==> src/rtl/pst_pkg.sv <==
`timescale 1ns / 1ps

package pst_pkg;

  // Token kinds as they appear on the result channel
  typedef enum logic [4:0] {
    TK_END      = 5'd0,
    TK_IDENT    = 5'd1,
    TK_INTEGER  = 5'd2,
    TK_REAL     = 5'd3,
    TK_STRING   = 5'd4,
    TK_KEYWORD  = 5'd5,
    TK_PLUS     = 5'd6,
    TK_MINUS    = 5'd7,
    TK_STAR     = 5'd8,
    TK_SLASH    = 5'd9,
    TK_ASSIGN   = 5'd10,
    TK_COLON    = 5'd11,
    TK_SEMI     = 5'd12,
    TK_COMMA    = 5'd13,
    TK_LPAREN   = 5'd14,
    TK_RPAREN   = 5'd15,
    TK_LBRACK   = 5'd16,
    TK_RBRACK   = 5'd17,
    TK_RANGE    = 5'd18,
    TK_DOT      = 5'd19,
    TK_UNKNOWN  = 5'd20,
    TK_UNTERM   = 5'd21
  } tok_kind_t;

  // Scanner mode between characters
  typedef enum logic [2:0] {
    MODE_IDLE     = 3'd0,
    MODE_NAME     = 3'd1,
    MODE_NUMBER   = 3'd2,
    MODE_TEXT     = 3'd3,
    MODE_OPERATOR = 3'd4
  } scan_mode_t;

  // First half of a two-character operator
  typedef enum logic [1:0] {
    OP_NONE  = 2'd0,
    OP_COLON = 2'd1,
    OP_DOT   = 2'd2
  } pend_op_t;

  // Keyword codes
  localparam logic [3:0] KW_BEGIN     = 4'd0;
  localparam logic [3:0] KW_END       = 4'd1;
  localparam logic [3:0] KW_IF        = 4'd2;
  localparam logic [3:0] KW_THEN      = 4'd3;
  localparam logic [3:0] KW_ELSE      = 4'd4;
  localparam logic [3:0] KW_WHILE     = 4'd5;
  localparam logic [3:0] KW_DO        = 4'd6;
  localparam logic [3:0] KW_PROGRAM   = 4'd7;
  localparam logic [3:0] KW_VAR       = 4'd8;
  localparam logic [3:0] KW_PROCEDURE = 4'd9;
  localparam logic [3:0] KW_FUNCTION  = 4'd10;

  localparam int         KW_COUNT   = 11;
  localparam int         KW_MAX_LEN = 9;
  localparam logic [10:0] KW_ALL    = 11'h7FF;

  // Character codes
  localparam logic [20:0] CH_NUL    = 21'd0;
  localparam logic [20:0] CH_TAB    = 21'd9;
  localparam logic [20:0] CH_LF     = 21'd10;
  localparam logic [20:0] CH_CR     = 21'd13;
  localparam logic [20:0] CH_SPACE  = 21'd32;
  localparam logic [20:0] CH_QUOTE  = 21'd39;
  localparam logic [20:0] CH_LPAREN = 21'd40;
  localparam logic [20:0] CH_RPAREN = 21'd41;
  localparam logic [20:0] CH_STAR   = 21'd42;
  localparam logic [20:0] CH_PLUS   = 21'd43;
  localparam logic [20:0] CH_COMMA  = 21'd44;
  localparam logic [20:0] CH_MINUS  = 21'd45;
  localparam logic [20:0] CH_DOT    = 21'd46;
  localparam logic [20:0] CH_SLASH  = 21'd47;
  localparam logic [20:0] CH_ZERO   = 21'd48;
  localparam logic [20:0] CH_NINE   = 21'd57;
  localparam logic [20:0] CH_COLON  = 21'd58;
  localparam logic [20:0] CH_SEMI   = 21'd59;
  localparam logic [20:0] CH_EQUAL  = 21'd61;
  localparam logic [20:0] CH_UC_A   = 21'd65;
  localparam logic [20:0] CH_UC_Z   = 21'd90;
  localparam logic [20:0] CH_LBRACK = 21'd91;
  localparam logic [20:0] CH_RBRACK = 21'd93;
  localparam logic [20:0] CH_UNDER  = 21'd95;
  localparam logic [20:0] CH_LC_A   = 21'd97;
  localparam logic [20:0] CH_LC_Z   = 21'd122;

  // One result token
  typedef struct packed {
    tok_kind_t   kind;
    logic [3:0]  kw;
    logic [15:0] line;
    logic [15:0] col;
    logic [10:0] len;
    logic        last;
  } tok_t;

  // Tokens caused by the character at the scanner input
  typedef struct packed {
    logic [1:0] count;
    tok_t       first;
    tok_t       second;
  } scan_out_t;

  // Keyword spelling, right-aligned in 72 bits
  function automatic logic [71:0] kw_text(input logic [3:0] k);
    logic [71:0] s;
    unique case (k)
      KW_BEGIN:     s = 72'("begin");
      KW_END:       s = 72'("end");
      KW_IF:        s = 72'("if");
      KW_THEN:      s = 72'("then");
      KW_ELSE:      s = 72'("else");
      KW_WHILE:     s = 72'("while");
      KW_DO:        s = 72'("do");
      KW_PROGRAM:   s = 72'("program");
      KW_VAR:       s = 72'("var");
      KW_PROCEDURE: s = 72'("procedure");
      KW_FUNCTION:  s = 72'("function");
      default:      s = 72'd0;
    endcase
    return s;
  endfunction

  function automatic logic [3:0] kw_len(input logic [3:0] k);
    logic [3:0] l;
    unique case (k)
      KW_BEGIN:     l = 4'd5;
      KW_END:       l = 4'd3;
      KW_IF:        l = 4'd2;
      KW_THEN:      l = 4'd4;
      KW_ELSE:      l = 4'd4;
      KW_WHILE:     l = 4'd5;
      KW_DO:        l = 4'd2;
      KW_PROGRAM:   l = 4'd7;
      KW_VAR:       l = 4'd3;
      KW_PROCEDURE: l = 4'd9;
      KW_FUNCTION:  l = 4'd8;
      default:      l = 4'd0;
    endcase
    return l;
  endfunction

  // Character of keyword k at position pos, zero past its end
  function automatic logic [7:0] kw_char(input logic [3:0] k, input logic [3:0] pos);
    logic [71:0] s;
    logic [3:0]  l;
    logic [3:0]  r;
    logic [7:0]  ch;
    s  = kw_text(k);
    l  = kw_len(k);
    r  = l - 4'd1 - pos;
    ch = 8'h00;
    if (pos < l) begin
      ch = s[{r, 3'b000} +: 8];
    end
    return ch;
  endfunction

  // Keywords whose character at pos equals c
  function automatic logic [10:0] kw_match(input logic [20:0] c, input logic [3:0] pos);
    logic [10:0] m;
    logic [7:0]  ch;
    for (int k = 0; k < KW_COUNT; k++) begin
      ch   = kw_char(4'(k), pos);
      m[k] = (ch != 8'h00) && (c == {13'd0, ch});
    end
    return m;
  endfunction

  // Kind of a character that forms a token by itself
  function automatic tok_kind_t single_kind(input logic [20:0] c);
    tok_kind_t t;
    unique case (c)
      CH_PLUS:   t = TK_PLUS;
      CH_MINUS:  t = TK_MINUS;
      CH_STAR:   t = TK_STAR;
      CH_SLASH:  t = TK_SLASH;
      CH_SEMI:   t = TK_SEMI;
      CH_COMMA:  t = TK_COMMA;
      CH_LPAREN: t = TK_LPAREN;
      CH_RPAREN: t = TK_RPAREN;
      CH_LBRACK: t = TK_LBRACK;
      CH_RBRACK: t = TK_RBRACK;
      default:   t = TK_UNKNOWN;
    endcase
    return t;
  endfunction

endpackage

==> src/rtl/pst_scan.sv <==
`timescale 1ns / 1ps

module pst_scan #(
  parameter int MAX_NAME_LENGTH = 255,
  parameter int MAX_TEXT_LENGTH = 1024,
  parameter int POSITION_BITS   = 16
) (
  input  logic               clk,
  input  logic               rst_n,
  input  logic               commit,
  input  logic [20:0]        code_point,
  input  logic               end_of_input,
  output pst_pkg::scan_out_t scan_out
);
  import pst_pkg::*;

  localparam int MAX_LEN = (MAX_NAME_LENGTH > MAX_TEXT_LENGTH) ? MAX_NAME_LENGTH
                                                               : MAX_TEXT_LENGTH;
  localparam int LEN_W   = $clog2(MAX_LEN + 1);
  localparam int PW      = POSITION_BITS;

  localparam logic [LEN_W-1:0] NAME_MAX = LEN_W'(MAX_NAME_LENGTH);
  localparam logic [LEN_W-1:0] TEXT_MAX = LEN_W'(MAX_TEXT_LENGTH);
  localparam logic [LEN_W-1:0] KW_LIMIT = LEN_W'(KW_MAX_LEN);
  localparam logic [LEN_W-1:0] LEN_ONE  = LEN_W'(1);
  localparam logic [PW-1:0]    POS_MAX  = {PW{1'b1}};
  localparam logic [PW-1:0]    POS_ONE  = PW'(1);

  scan_mode_t       mode_r,  mode_nxt;
  pend_op_t         pend_r,  pend_nxt;
  logic [LEN_W-1:0] len_r,   len_nxt;
  logic [10:0]      cand_r,  cand_nxt;
  logic [PW-1:0]    sline_r, sline_nxt;
  logic [PW-1:0]    scol_r,  scol_nxt;
  logic [PW-1:0]    line_r,  line_nxt;
  logic [PW-1:0]    col_r,   col_nxt;
  logic             seen_r,  seen_nxt;
  logic             stop_r,  stop_nxt;

  // Character classes
  logic eoi, is_letter, is_numeral, is_space;
  logic is_quote, is_colon, is_dot, is_equal, is_lf;

  always_comb begin
    eoi        = end_of_input || (code_point == CH_NUL);
    is_letter  = ((code_point >= CH_LC_A) && (code_point <= CH_LC_Z)) ||
                 ((code_point >= CH_UC_A) && (code_point <= CH_UC_Z)) ||
                 (code_point == CH_UNDER);
    is_numeral = (code_point >= CH_ZERO) && (code_point <= CH_NINE);
    is_space   = (code_point == CH_SPACE) ||
                 ((code_point >= CH_TAB) && (code_point <= CH_CR));
    is_quote   = code_point == CH_QUOTE;
    is_colon   = code_point == CH_COLON;
    is_dot     = code_point == CH_DOT;
    is_equal   = code_point == CH_EQUAL;
    is_lf      = code_point == CH_LF;
  end

  // Decide whether the pending token takes this character
  logic name_ext, num_ext, txt_close, txt_grow, op_match;
  logic consumed, t0_valid, fresh, end_tok;
  logic start_name, start_num, start_txt, start_colon, start_dot, start_any;
  logic fresh_single, t1_valid;

  always_comb begin
    name_ext  = (mode_r == MODE_NAME) && !eoi && (is_letter || is_numeral) &&
                (len_r < NAME_MAX);
    num_ext   = (mode_r == MODE_NUMBER) && !eoi && (is_numeral || (is_dot && !seen_r)) &&
                (len_r < NAME_MAX);
    txt_close = (mode_r == MODE_TEXT) && !eoi && is_quote;
    txt_grow  = (mode_r == MODE_TEXT) && !eoi && !is_quote && (len_r < TEXT_MAX);
    op_match  = (mode_r == MODE_OPERATOR) && !eoi &&
                (((pend_r == OP_COLON) && is_equal) || ((pend_r != OP_COLON) && is_dot));
    consumed  = name_ext || num_ext || txt_close || txt_grow || op_match;
    t0_valid  = ((mode_r == MODE_NAME) && !name_ext) ||
                ((mode_r == MODE_NUMBER) && !num_ext) ||
                ((mode_r == MODE_TEXT) && !txt_grow) ||
                (mode_r == MODE_OPERATOR);

    fresh        = !consumed && !eoi;
    end_tok      = !consumed && eoi;
    start_name   = fresh && is_letter;
    start_num    = fresh && is_numeral;
    start_txt    = fresh && is_quote;
    start_colon  = fresh && is_colon;
    start_dot    = fresh && is_dot;
    start_any    = start_name || start_num || start_txt || start_colon || start_dot;
    fresh_single = fresh && !is_space && !start_any;
    t1_valid     = end_tok || fresh_single;
  end

  // Keyword candidates left after this character
  logic        abs_pos_ok;
  logic [3:0]  abs_pos;
  logic [10:0] kw_hits;

  always_comb begin
    abs_pos_ok = start_name || (len_r < KW_LIMIT);
    abs_pos    = start_name ? 4'd0 : len_r[3:0];
    kw_hits    = kw_match(code_point, abs_pos) & {11{abs_pos_ok}};
  end

  // Find the keyword that a finished name spells, if any
  logic       kw_found;
  logic [3:0] kw_idx;

  always_comb begin
    kw_found = 1'b0;
    kw_idx   = KW_BEGIN;
    for (int k = 0; k < KW_COUNT; k++) begin
      if (!kw_found && cand_r[k] && (len_r == LEN_W'(kw_len(4'(k))))) begin
        kw_found = 1'b1;
        kw_idx   = 4'(k);
      end
    end
  end

  // Fit lengths and positions to the result field widths
  logic [LEN_W+10:0] len_ext;
  logic [PW+15:0]    sline_ext, scol_ext, line_ext, col_ext;
  logic [10:0]       len_out;
  logic [15:0]       sline_out, scol_out, line_out, col_out;

  always_comb begin
    len_ext   = {11'd0, len_r};
    sline_ext = {16'd0, sline_r};
    scol_ext  = {16'd0, scol_r};
    line_ext  = {16'd0, line_r};
    col_ext   = {16'd0, col_r};
    len_out   = len_ext[10:0];
    sline_out = sline_ext[15:0];
    scol_out  = scol_ext[15:0];
    line_out  = line_ext[15:0];
    col_out   = col_ext[15:0];
  end

  // Next state
  always_comb begin
    mode_nxt  = mode_r;
    pend_nxt  = pend_r;
    len_nxt   = len_r;
    cand_nxt  = cand_r;
    sline_nxt = sline_r;
    scol_nxt  = scol_r;
    line_nxt  = line_r;
    col_nxt   = col_r;
    seen_nxt  = seen_r;
    stop_nxt  = stop_r;
    if (commit && !stop_r) begin
      if (consumed) begin
        unique case (mode_r)
          MODE_NAME: begin
            len_nxt  = len_r + LEN_ONE;
            cand_nxt = cand_r & kw_hits;
          end
          MODE_NUMBER: begin
            len_nxt  = len_r + LEN_ONE;
            seen_nxt = seen_r | is_dot;
          end
          MODE_TEXT: begin
            if (txt_close) begin
              mode_nxt = MODE_IDLE;
            end else begin
              len_nxt = len_r + LEN_ONE;
            end
          end
          MODE_OPERATOR: begin
            mode_nxt = MODE_IDLE;
            pend_nxt = OP_NONE;
          end
          default: begin
            mode_nxt = MODE_IDLE;
          end
        endcase
      end else begin
        mode_nxt = MODE_IDLE;
        pend_nxt = OP_NONE;
        if (end_tok) begin
          stop_nxt = 1'b1;
        end
        if (start_any) begin
          sline_nxt = line_r;
          scol_nxt  = col_r;
          len_nxt   = '0;
          cand_nxt  = KW_ALL;
          seen_nxt  = 1'b0;
        end
        priority if (start_name) begin
          mode_nxt = MODE_NAME;
          len_nxt  = LEN_ONE;
          cand_nxt = kw_hits;
        end else if (start_num) begin
          mode_nxt = MODE_NUMBER;
          len_nxt  = LEN_ONE;
        end else if (start_txt) begin
          mode_nxt = MODE_TEXT;
        end else if (start_colon) begin
          mode_nxt = MODE_OPERATOR;
          pend_nxt = OP_COLON;
        end else if (start_dot) begin
          mode_nxt = MODE_OPERATOR;
          pend_nxt = OP_DOT;
        end else begin
          mode_nxt = MODE_IDLE;
        end
      end
      // Advance the position counters, saturating
      if (!eoi) begin
        if (is_lf) begin
          if (line_r != POS_MAX) begin
            line_nxt = line_r + POS_ONE;
          end
          col_nxt = '0;
        end else if (col_r != POS_MAX) begin
          col_nxt = col_r + POS_ONE;
        end
      end
    end
  end

  // Tokens for the character at the input
  tok_t t0, t1;

  always_comb begin
    t0      = '0;
    t0.line = sline_out;
    t0.col  = scol_out;
    t0.len  = len_out;
    t0.last = !t1_valid;
    unique case (mode_r)
      MODE_NAME: begin
        t0.kind = kw_found ? TK_KEYWORD : TK_IDENT;
        t0.kw   = kw_found ? kw_idx : KW_BEGIN;
      end
      MODE_NUMBER: begin
        t0.kind = seen_r ? TK_REAL : TK_INTEGER;
      end
      MODE_TEXT: begin
        t0.kind = txt_close ? TK_STRING : TK_UNTERM;
      end
      MODE_OPERATOR: begin
        if (pend_r == OP_COLON) begin
          t0.kind = op_match ? TK_ASSIGN : TK_COLON;
        end else begin
          t0.kind = op_match ? TK_RANGE : TK_DOT;
        end
        t0.len = op_match ? 11'd2 : 11'd1;
      end
      default: begin
        t0.kind = TK_END;
      end
    endcase

    t1      = '0;
    t1.line = line_out;
    t1.col  = col_out;
    t1.last = 1'b1;
    if (end_tok) begin
      t1.kind = TK_END;
      t1.len  = 11'd0;
    end else begin
      t1.kind = single_kind(code_point);
      t1.len  = 11'd1;
    end

    scan_out.count  = stop_r ? 2'd0 : (2'(t0_valid) + 2'(t1_valid));
    scan_out.first  = t0_valid ? t0 : t1;
    scan_out.second = t1;
  end

  // Control state
  always_ff @(posedge clk) begin
    if (!rst_n) begin
      mode_r  <= MODE_IDLE;
      pend_r  <= OP_NONE;
      len_r   <= '0;
      cand_r  <= KW_ALL;
      sline_r <= POS_ONE;
      scol_r  <= '0;
      line_r  <= POS_ONE;
      col_r   <= '0;
      seen_r  <= 1'b0;
      stop_r  <= 1'b0;
    end else begin
      mode_r  <= mode_nxt;
      pend_r  <= pend_nxt;
      len_r   <= len_nxt;
      cand_r  <= cand_nxt;
      sline_r <= sline_nxt;
      scol_r  <= scol_nxt;
      line_r  <= line_nxt;
      col_r   <= col_nxt;
      seen_r  <= seen_nxt;
      stop_r  <= stop_nxt;
    end
  end

endmodule

==> src/rtl/pascal_style_token_scanner.sv <==
`timescale 1ns / 1ps

// Pascal-style token scanner: takes one decoded character per transfer and
// returns tokens (kind, keyword code, start line and column, length) on the
// result stream. A character goes into an input register, is scanned from
// there, and its tokens land in a two-entry result queue that feeds the
// result port. The input side takes one character per clock while each
// character yields at most one token and the result side keeps up; a
// character that both ends a token and forms one itself yields two tokens
// and then waits until the queue is empty, since the result port moves one
// token per cycle while out_tready is high. After the end token every
// character is taken and dropped until reset.
module pascal_style_token_scanner #(
  parameter int MAX_NAME_LENGTH = 255,
  parameter int MAX_TEXT_LENGTH = 1024,
  parameter int POSITION_BITS   = 16
) (
  input  logic        clk,
  input  logic        rst_n,
  input  logic        in_tvalid,
  output logic        in_tready,
  input  logic [23:0] in_tdata,   // [20:0] code_point, [23:21] zero
  input  logic        in_tlast,   // end_of_input
  output logic        out_tvalid,
  input  logic        out_tready,
  output logic [55:0] out_tdata,  // [4:0] token_kind, [8:5] keyword_code,
                                  // [24:9] start_line, [40:25] start_column,
                                  // [51:41] lexeme_length, [55:52] zero
  output logic        out_tlast   // last_of_run
);
  import pst_pkg::*;

  logic        in_valid_r, in_valid_nxt;
  logic [20:0] in_code_r;
  logic        in_eoi_r;
  logic        in_xfer, adv, pop;

  scan_out_t   scan_out;
  tok_t        q_r   [2];
  tok_t        q_nxt [2];
  logic [1:0]  cnt_r, cnt_nxt, cnt_base;

  // Scan the registered character
  pst_scan #(
    .MAX_NAME_LENGTH (MAX_NAME_LENGTH),
    .MAX_TEXT_LENGTH (MAX_TEXT_LENGTH),
    .POSITION_BITS   (POSITION_BITS)
  ) u_scan (
    .clk          (clk),
    .rst_n        (rst_n),
    .commit       (adv),
    .code_point   (in_code_r),
    .end_of_input (in_eoi_r),
    .scan_out     (scan_out)
  );

  // Advance the character once its tokens fit in the queue
  always_comb begin
    pop          = out_tvalid && out_tready;
    cnt_base     = cnt_r - 2'(pop);
    adv          = in_valid_r && ({1'b0, scan_out.count} <= (3'd2 - {1'b0, cnt_base}));
    in_tready    = !in_valid_r || adv;
    in_xfer      = in_tvalid && in_tready;
    in_valid_nxt = in_xfer || (in_valid_r && !adv);
  end

  // Shift out the head, then append new tokens behind what remains
  always_comb begin
    q_nxt[0] = q_r[0];
    q_nxt[1] = q_r[1];
    cnt_nxt  = cnt_base;
    if (pop) begin
      q_nxt[0] = q_r[1];
    end
    if (adv) begin
      cnt_nxt = cnt_base + scan_out.count;
      if (cnt_base == 2'd0) begin
        q_nxt[0] = scan_out.first;
        q_nxt[1] = scan_out.second;
      end else if (cnt_base == 2'd1) begin
        q_nxt[1] = scan_out.first;
      end
    end
  end

  // Drive the result port from the queue head
  always_comb begin
    out_tvalid = cnt_r != 2'd0;
    out_tdata  = {4'd0, q_r[0].len, q_r[0].col, q_r[0].line, q_r[0].kw, q_r[0].kind};
    out_tlast  = q_r[0].last;
  end

  // Control registers
  always_ff @(posedge clk) begin
    if (!rst_n) begin
      in_valid_r <= 1'b0;
      cnt_r      <= 2'd0;
    end else begin
      in_valid_r <= in_valid_nxt;
      cnt_r      <= cnt_nxt;
    end
  end

  // Payload registers
  always_ff @(posedge clk) begin
    if (in_xfer) begin
      in_code_r <= in_tdata[20:0];
      in_eoi_r  <= in_tlast;
    end
    q_r[0] <= q_nxt[0];
    q_r[1] <= q_nxt[1];
  end

  // Queue never holds more than two tokens
  assert property (@(posedge clk) disable iff (!rst_n) cnt_r <= 2'd2)
    else $error("result queue overfilled");

  // The end token never has another token after it from the same character
  assert property (@(posedge clk) disable iff (!rst_n)
    (in_valid_r && scan_out.count == 2'd2) |-> (scan_out.first.kind != TK_END))
    else $error("token follows end token");

  // An end token at the head always closes its run
  assert property (@(posedge clk) disable iff (!rst_n)
    (out_tvalid && q_r[0].kind == TK_END) |-> out_tlast)
    else $error("end token not marked last");

  // A stalled character adds nothing to the queue; only a pop changes the count
  assert property (@(posedge clk) disable iff (!rst_n)
    (in_valid_r && !adv) |=> (cnt_r == $past(cnt_base)))
    else $error("queue changed while character stalled");

endmodule

==> config.mk <==
export PLATFORM = sky130hd
export DESIGN_NAME = pascal_style_token_scanner
export DESIGN_NICKNAME = d
export VERILOG_FILES = /design/src/rtl/pst_pkg.sv /design/src/rtl/pst_scan.sv /design/src/rtl/pascal_style_token_scanner.sv
export SDC_FILE = /design/constraint.sdc
export NUM_CORES = 1
export LEC_CHECK = 0
export ABC_AREA = 1
export BUFFER_PORTS_ARGS = -buffer_cell sky130_fd_sc_hd__buf_2
export CAP_MARGIN = 40
export CORE_MARGIN = 10
export CORE_UTILIZATION = 40
export DETAILED_ROUTE_END_ITERATION = 10
export PLACE_DENSITY_LB_ADDON = 0.3
export REMOVE_ABC_BUFFERS = 1
export SYNTH_ARGS = -nofsm -noshare
export SYNTH_HDL_FRONTEND = slang
export SYNTH_HIERARCHICAL = 1
export SYNTH_SLANG_ARGS = --single-unit
==> constraint.sdc <==
create_clock -name clk -period 14.2 [get_ports clk]
set_input_delay 3.55 -clock clk [delete_from_list [all_inputs] [get_ports clk]]
set_output_delay 3.55 -clock clk [all_outputs]
set_load 0.005 [all_outputs]
==> flow_metrics.py <==
metrics = {
    "global_route": {
        "grt_max_degree": 93,
        "grt_pass1_vias": 11501,
        "grt_pass1_wl_um": 59600,
        "antenna_found_initial": 0,
        "grt_use_total_pct": 17.0,
        "globalRoute.totalOverflow": 0,
    },
    "sta": {
        "finalSetupTns_ps": 0,
        "fin_skew_ps": 19.2,
        "rsz0062_at_grt": "false",
        "post-route-period-util_pct": 69.8,
        "holdWs_ps": 458,
        "drv_slew": 0,
        "setup_viol": 0,
        "fin_crit_ps": 9920,
        "relSlewSlack_pct": 36.6,
        "fmax_mhz": 101,
        "hold_violations": 0,
        "tightest_slew_ps": 942,
    },
    "route": {
        "drt_iter0_drc": 820,
        "routedWlPerCell_um": 15.3,
        "ant_nets": 0,
        "vias": 12325,
        "remaining_drc_errors": 0,
        "viasPerCell": 5.10,
        "totalWireLength_um": 37000,
        "dr.pass1.iters": 5,
    },
    "setup_path": {
        "cp_data_arrival_time_ps": 6370,
        "slowest_delay_ps": 680,
        "worst-path-buf-inv": 5,
        "rrSetupSlack_ps": 6570,
        "critPathTopFamily": "buffers and inverters",
        "cpMaxStageDelayCell": "inv_4",
        "cp_cell_sequence": "buf_2, nand2_4, inv_4, ha_1, inv_1, nand2_1, nand2_1, inv_1, ha_4, ha_1, a21oi_2, nand3_1, buf_2",
        "setup.worst_path.class": "primary input to output pin",
        "critical_path_required_ps": 10650,
        "path_max_fanout": 54,
        "end_kind": "output pin",
        "cp-start-kind": "primary input",
    },
    "synthesis": {
        "async_reset_ff_share_pct": 0,
        "synth_top_area_cell": "dfxtp_1",
        "synth_area_leaders": "dfxtp_1 (21%), edfxtp_1 (16%), nand2_1 (14%), o21ai_0 (6.1%), inv_1 (5.9%)",
        "synth_warnings": 6,
        "synth_flop_cell": "dfxtp_1",
        "synthCells": 1963,
        "synth_seq_area_share_pct": 37.6,
        "ys_types": 62,
        "syn_area_per_cell_um2": 7.09,
        "synth_top_cells_by_count": "nand2_1 (532), inv_1 (220), nor2_1 (176)",
        "ys_seq_elements": 224,
        "synth_top_area_share_pct": 21.4,
        "synth.most_common_cell": "nand2_1",
        "synth_area_um2": 13900,
        "synth_edf_count": 75,
    },
    "cells_and_area": {
        "nNetsFinal": 2008,
        "drive_gt1_share_pct": 11.6,
        "fin_area_um2": 15000,
        "area_growth_pct": 7.58,
        "antenna_cells": 0,
        "fin_util_pct": 43.5,
    },
    "floorplanning": {
        "boundaryPins": 88,
        "dieWidth_um": 207,
        "die-area_um2": 42700,
        "core_um2": 34500,
        "rows": 68,
        "start_util_pct": 40.4,
        "die_y_um": 207,
    },
    "clock_tree": {
        "cts_sinks": 224,
        "clockBufferDepth": 3,
        "cts_resized": 0,
        "path_clk_slew_ps": 60,
        "clk_latency_ps": 550,
        "cts_root_buf": "clkbuf_16",
        "post-cts-setup-buffers": 0,
        "cts-buffers-inserted": 26,
        "ctsHoldBuffers": 0,
        "cts_tree": "yes",
        "htree_num_levels": 1,
    },
    "pwr": {
        "leakage_nw": 6.32,
        "p_sw_w": 0.000843,
        "p_int_w": 0.00149,
        "pwr-share-seq_pct": 38.3,
        "swShare_pct": 36.1,
        "vdd_ir_drop_max_mv": 0.140,
        "p_clk_share_pct": 30.1,
        "p_comb_share_pct": 31.6,
        "p_per_area_nw_per_um2": 156,
    },
    "placement": {
        "io_buffers": 80,
        "placed_area_um2": 14100,
        "dp_hpwl_um": 25500,
        "routabilityCongestion": 0.922,
    },
    "min_path": {
        "hold_class": "flip-flop to flip-flop",
    },
    "outcome": {
        "status": "finished clean",
    },
    "run": {
        "maxCapViolCount": 0,
    },
}
## final timing paths
kind,start,endpoint,cells after the start
setup / recovery,out_tready,in_tready,13
hold / removal,u_scan/sline_out[2]$_SDFFE_PN0P_,u_scan/sline_out[2]$_SDFFE_PN0P_,2
setup reg to reg,in_code_r[1]$_DFFE_PP_,u_scan/col_out[14]$_SDFFE_PN0P_,35
hold reg to reg,u_scan/sline_out[2]$_SDFFE_PN0P_,u_scan/sline_out[2]$_SDFFE_PN0P_,2
## sequential cells by signal (all words and copies together), names as in the netlist
signal	flops
u_scan/pend_r	2
in_code_r	21
u_scan/seen_r	1
u_scan/scol_out	16
cnt_r	2
u_scan/col_out	16
q_r	106
u_scan/stop_r	1
u_scan/len_out	11
in_valid_r	1
in_eoi_r	1
u_scan/line_out	16
u_scan/mode_r	3
u_scan/cand_r	11
u_scan/sline_out	16
## through the flow
step | total power (W) | worst slack [ps] | instances
2_1_floorplan | 0.00137 | 5020 | 1827
4_1_cts | 0.00237 | 4220 | 2419
3_5_place_dp | 0.00165 | 4220 | 2371
6_report | 0.00234 | 4280 | 2419
5_1_grt | 0.00250 | 3970 | 2419
3_3_place_gp | 0.00161 | 4230 | 2369
## worst min-delay path, stage by stage, from the launching register on
cell	delay, ps
dfxtp_1	300
inv_1	60
a21oi_1	50
## layout make-up
class,count,area (µm²)
inverter,230,868
clock inverter,11,141
fill,3621,19500
sequential,224,5240
tap,455,569
multi-input combinational,1373,6880
clock buffer,37,774
timing repair buffer,89,508
## power by group through the flow
stage                     Clock (W)  Sequential [W]  Combinational (W)
after floorplan                   0        0.000900           0.000472
after global placement            0        0.000905           0.000709
after detailed placement          0        0.000908           0.000745
after CTS                  0.000723        0.000895           0.000750
after global routing       0.000746        0.000909           0.000845
final                      0.000704        0.000895           0.000739
## per-layer routing
| layer | wire length [µm] | vias to the layer above | track usage, % |
|---|---|---|---|
| li1 | - | 6280 | - |
| met1 | 17000 | 5713 | 22.4 |
| met2 | 17100 | 287 | 28.2 |
| met3 | 2160 | 45 | 2.92 |
| met4 | 726 | 0 | 4.22 |
| met5 | 0 | - | 0 |
## cells in the final DEF (no fill, tap or decap), drive strengths merged, types with 19 or more instances in the layout
master  instances
o21ai         229
inv           227
edfxtp         75
nand2         559
buf            89
nand4          35
clkbuf         37
a21oi          99
ha             35
conb           19
nor2          188
nand3          82
dfxtp         149
nor3           42
## cells by family after synthesis
kind of cell	after synthesis	share of synthesized area, %
other	3	0.0809
buffers and inverters	382	13.6
AO/OA/AOI/OAI	381	15.5
flip-flops	224	37.6
XOR/XNOR	10	0.629
AND/OR/NAND/NOR	928	29.4
adder cells (fa/ha/maj)	35	3.15
Note: power is estimated with default switching activity, not from simulation.
